### src/rtl/core/bpc_pkg.sv
// Shared constants for the pressure compensation block
package bpc_pkg;

  localparam int CFG_IDX_W  = 3;
  localparam int CFG_DATA_W = 48;

  localparam logic [CFG_IDX_W-1:0] CFG_AC123 = 3'd0;
  localparam logic [CFG_IDX_W-1:0] CFG_AC456 = 3'd1;
  localparam logic [CFG_IDX_W-1:0] CFG_B12   = 3'd2;
  localparam logic [CFG_IDX_W-1:0] CFG_MCMD  = 3'd3;
  localparam logic [CFG_IDX_W-1:0] CFG_OSS   = 3'd4;

  localparam int DIV_W = 32;

  localparam logic signed [31:0] B6_OFFSET  = 32'sd4000;
  localparam logic signed [31:0] P_C1       = 32'sd3038;
  localparam logic signed [31:0] P_C2       = -32'sd7357;
  localparam logic signed [31:0] P_C3       = 32'sd3791;
  localparam logic [31:0]        B7_SCALE   = 32'd50000;
  localparam logic [31:0]        B4_BIAS    = 32'd32768;

endpackage

### src/rtl/core/bpc_div.sv
// Pipelined restoring divider, one quotient bit per stage, with side payload
module bpc_div #(
  parameter int W  = bpc_pkg::DIV_W,
  parameter int PW = 1
) (
  input  logic          clk,
  input  logic          rst,
  input  logic          en,
  input  logic          in_valid,
  input  logic [W-1:0]  dividend,
  input  logic [W-1:0]  divisor,
  input  logic [PW-1:0] in_pay,
  output logic          out_valid,
  output logic [W-1:0]  quotient,
  output logic [PW-1:0] out_pay
);

  logic          v   [0:W];
  logic [W-1:0]  rem [0:W];
  logic [W-1:0]  q   [0:W];
  logic [W-1:0]  d   [0:W];
  logic [PW-1:0] pay [0:W];

  assign v[0]   = in_valid;
  assign rem[0] = '0;
  assign q[0]   = dividend;
  assign d[0]   = divisor;
  assign pay[0] = in_pay;

  for (genvar i = 0; i < W; i++) begin : g_stage
    logic [W:0] trial;
    logic [W:0] diff;
    assign trial = {rem[i], q[i][W-1]};
    assign diff  = trial - {1'b0, d[i]};

    always_ff @(posedge clk) begin
      if (rst) begin
        v[i+1] <= 1'b0;
      end else if (en) begin
        v[i+1] <= v[i];
      end
    end

    always_ff @(posedge clk) begin
      if (en) begin
        if (!diff[W]) begin
          rem[i+1] <= diff[W-1:0];
          q[i+1]   <= {q[i][W-2:0], 1'b1};
        end else begin
          rem[i+1] <= trial[W-1:0];
          q[i+1]   <= {q[i][W-2:0], 1'b0};
        end
        d[i+1]   <= d[i];
        pay[i+1] <= pay[i];
      end
    end
  end

  assign out_valid = v[W];
  assign quotient  = q[W];
  assign out_pay   = pay[W];

endmodule

### config.mk
export PLATFORM = sky130hd
export DESIGN_NAME = bpc_div
export DESIGN_NICKNAME = d
export VERILOG_FILES = /design/src/rtl/core/bpc_pkg.sv /design/src/rtl/core/bpc_div.sv
export SDC_FILE = /design/constraint.sdc
export NUM_CORES = 2
export LEC_CHECK = 0
export BUFFER_PORTS_ARGS = -buffer_cell sky130_fd_sc_hd__buf_2
export CORE_MARGIN = 2
export CORE_UTILIZATION = 46
export CTS_CLUSTER_SIZE = 30
export DETAILED_ROUTE_END_ITERATION = 6
export MAX_ROUTING_LAYER = met4
export PLACE_DENSITY = 0.67
export SLEW_MARGIN = 15
export SYNTH_ARGS = -nofsm -noshare
export SYNTH_HDL_FRONTEND = slang
export SYNTH_SLANG_ARGS = --single-unit
### constraint.sdc
create_clock -name clk -period 4.2 [get_ports clk]
set_input_delay 0.21 -clock clk [delete_from_list [all_inputs] [get_ports clk]]
set_output_delay 0.21 -clock clk [all_outputs]
set_load 0.03 [all_outputs]
# --- Word level (Yosys, flattened, before mapping) ---
# Cells that the tools add are included.
classes:
  n_reduce_logical: 0
  eq_ne: 0
  div: 0
  muxes: 63
  mul: 0
  magnitude_cmp: 0
  n_bitwise: 0
  n_shift: 0
  add_sub_neg: 32
op_table:
  columns: ["operator", "n"]
  rows:
  - ["$sub 33x32->33", 31]
  - ["$mux 32", 30]
  - ["$mux 1", 33]
  - ["$sub 1x32->33", 1]
totals:
  n_memories: 0
  in_bits: 69
  out_inout_bits: 34
  register_bits: 3072
  wordCells: 254
  latch_bits: 0
  romBits: 0
  ram_bits: 0

# --- Longest topological paths before layout ---
depth:
  ltp_word: 2
  ltp_mapped: 16
  mapped_depth_nobuf: 15

# --- Worst setup path before layout ---
# No wires, ideal clock.
synth_timing:
  kind: "register to register"
  startpoint: "register d[640] (netlist name)"
  endpoint: "register rem, in the netlist g_stage[13].trial[25] (data pin)"
  t_arrival_ns: 3.594
  synth_period_minus_slack_ns: 3.854
  t_required_ns: 3.940
  setup_ns: 0.260
  path_buffers: 1
  path_stages_with_launch: 15
  slack_ns: 0.346
  path_cell_list: "edfxtp_1 -> ha_1 -> fa_1 -> nor2b_1 -> o21a_1 -> o21ai_0 -> a2111oi_0 -> a21o_1 -> nand4_1 -> o2bb2ai_1 -> o211ai_1 -> a21oi_1 -> xnor2_1 -> buf_4 -> mux2_2"
synth_via:
  elab_chain_cells: 2
synth_lines:
  columns: ["element", "line_no", "rtl"]
  rows:
  - ["start: declaration", "bpc_div.sv:21", "logic [W-1:0] d [0:W];"]
  - ["start signal: indexed assignment", "bpc_div.sv:53", "d[i+1] <= d[i];"]
  - ["$sub 33x32->33", "bpc_div.sv:34", "assign diff = trial - {1'b0, d[i]};"]
  - ["$mux 32", "bpc_div.sv:46", "if (!diff[W]) begin"]
  - ["end signal: indexed assignment", "bpc_div.sv:47", "rem[i+1] <= diff[W-1:0];"]
  - ["end signal: indexed assignment", "bpc_div.sv:50", "rem[i+1] <= trial[W-1:0];"]
  - ["end: declaration", "bpc_div.sv:19", "logic [W-1:0] rem [0:W];"]
# Every way passes these cells.
# A chain may end at the register's enable or synchronous reset.

# --- Worst setup path in the final report ---
layout_timing:
  startpoint: "register d[163] (netlist name)"
  endpoint: "register rem, in the netlist g_stage[28].trial[32] (data pin)"
# The elaborated chain is that of the path after synthesis.

==> impl_metrics.ini <==
[run_status]
outcome = finished with violations
violations = DRC

[die]
die_w_um = 584.0
initial_core_util_pct = 46.30
rows = 212
die_h_um = 584.0
ios = 103
die_area_um2 = 341000
fp.coreArea_um2 = 334200

[synthesis]
syn_area_um2 = 154700
async_flop_share_pct = 0
synth.avg_cell_area_um2 = 12.90
synth_cells = 12000
synth.top_cell.area_share_pct = 59.00
synth.most_common_cell = edfxtp_1
yosys_warnings = 0
synthTopCellsByCount = edfxtp_1, inv_1, ha_1
synth_area_leaders = edfxtp_1, ha_1, mux2_2, xnor2_1, inv_1
yosysUniqueCellTypes = 90
synth_area_leader_cell = edfxtp_1
synth_edf_count = 3040
ys.flop_type = edfxtp_1
yosysSeqAreaShare_pct = 59.41
ys_seq_elements = 3072

[routing]
viasPerCell = 5.456
num_vias = 94960
drtAntennaViolNets = 0
wl_um = 324900
wl_per_cell_um = 18.67
route.detailed.drc = 3
drt_iter0_markers = 6450
dr.pass1.iters = 7

[sta]
final-setup-viol-count = 0
relSlewSlack_pct = 36.20
max_clock_freq_mhz = 245.1
slew_violations = 0
tightest_slew_ps = 957.0
finalHoldViolCount = 0
final.period_utilization_pct = 97.15
skew_ps = 70.50
setup_ws_ps = 119.9
min_period_ps = 4080

[final_layout]
post-route-util_pct = 52.84
drive_gt1_share_pct = 14.65
areaGrowthSynthToFinish_pct = 14.12
finalNetCount = 13830

[place]
gp_congestion = 0.9263
dpl.hpwl_um = 231500
io_buffers = 102
place_ws_ps = -272.0

[global_routing]
antenna_found_initial = 3
grt_pass1_vias = 96710
grt_max_degree = 170
grt_overflow = 0
grt_pass1_wl_um = 515500
track_usage_pct = 19.11

[power]
ir_drop_mv = 0.5060
p_per_area_nw_per_um2 = 817.2
p_leak_nw = 71.23

[setup_path]
required_ps = 4860
critPathMaxFanout = 15
worst_ep_arrival_time_ps = 4740
criticalPathCategory = reg -> reg
cp-start-kind = flip-flop
critPathCaptureType = flip-flop

[clocking]
cts_tree = yes
path_clk_slew_ps = 60
cts-root-buf = clkbuf_16
clkLatencyLatePin_ps = 980
cts_buffer_depth = 4
clkSinkCount = 3072
htreeDepth = 5
numCtsBuffers = 337

[flow_run]
drv_cap = 0

[hold_path]
hold_class = in -> reg
## power breakdown
group	internal [mW]	switching [mW]	leakage [nW]
Sequential	44.5	4.16	30.0
Combinational	32.8	33.6	35.9
Clock	16.9	12.3	5.29
## cells in the final DEF (no fill, tap or decap), drive strengths merged, types with 284 or more instances in the layout
master and count:
a21o 472, a21oi 823, buf 506, clkbuf 418, edfxtp 3040, ha 993
inv 1216, mux2 737, nand2 538, nor2 510, o21ai 569, xnor2 556
xor2 284
## cell families (layout without fill, tap and decap cells)
logic type                 after synthesis  count (layout)  synth area share [%]
DFF                                   3072            3072                 59.41
AOI/OAI and AO/OA                     2705            2705                 11.13
and+or+nand+nor                       2050            2050                 6.456
buffers and inverters                 1460            2456                 3.685
adders and majority gates             1023            1023                 8.417
muxes                                  847             847                 6.140
xor gates and xnor gates               840             840                 4.759
other                                    1              23              0.002423
## registers in the layout (all words and copies together), names as in the netlist
| name | flops |
|---|---|
| g_stage.trial | 1023 |
| d | 992 |
| q | 961 |
| quotient | 32 |
| pay | 31 |
| v | 31 |
| out_pay | 1 |
| out_valid | 1 |
## critical path: stages (launching register included)
cell       delay, ps
edfxtp_1         360
inv_1             50
ha_1             330
o21ai_0          320
a21oi_2           90
o21ba_2          260
a21oi_2          230
o211ai_1         190
buf_4            190
a21oi_2          190
o21ai_2          120
or2_4            280
a311oi_4         290
xnor2_2          140
buf_4            180
clkbuf_16        220
mux2_2           340
## timing repair
action,CTS,global route
hold buffers,127,0
pin swaps,3,33
hold endpoints to repair,162,0
setup buffers,1,20
resized for setup,15,101
gates cloned,1,13
endpoints found under the setup margin,175,787
## layout make-up
class / instances / area, um2
clock buffers: 407 / 8770
well taps: 4387 / 5489
diodes: 8 / 20.02
flip-flops and latches: 3072 / 91930
inverters: 1199 / 4501
fillers: 27600 / 157600
multi-input cells: 7480 / 57900
repair buffers: 644 / 5881
clock inverters: 206 / 2096
## metal layers
layer / routed length, um / vias to the layer above / GRT usage, % / share of wire (%)
met3: 11850 / 737 / 2.171 / 3.6
li1: - / 46020 / - / -
met4: 15050 / 0 / 7.976 / 4.6
met2: 162500 / 2086 / 32.99 / 50
met1: 135500 / 46110 / 22.70 / 42
met5: 0 / - / - / 0
## stage by stage
step	cell area, um2	setup TNS, ps	hold slack (ps)	total power [mW]	std cells
floorplan	154800	0	282.4	95.01	12010
global placement	163500	-12310	388.1	111.2	16620
global route	176600	-807.0	32.56	153.8	17400
finish	176600	0	100.7	144.3	17400
detailed placement	163500	-14700	388.8	112.9	16620
CTS	175700	-135.8	1.346	143.4	17360
## path summary, 6_finish.rpt
path                startpoint                    end  slack [ps]  cells after the start
hold / removal    dividend[17]                q[1010]         100                      2
setup reg to reg        d[163]  g_stage[28].trial[32]         120                     16
setup / recovery        d[163]  g_stage[28].trial[32]         120                     16
hold reg to reg         q[341]                 q[310]         390                      0
Power figures use the tool's default switching activity.
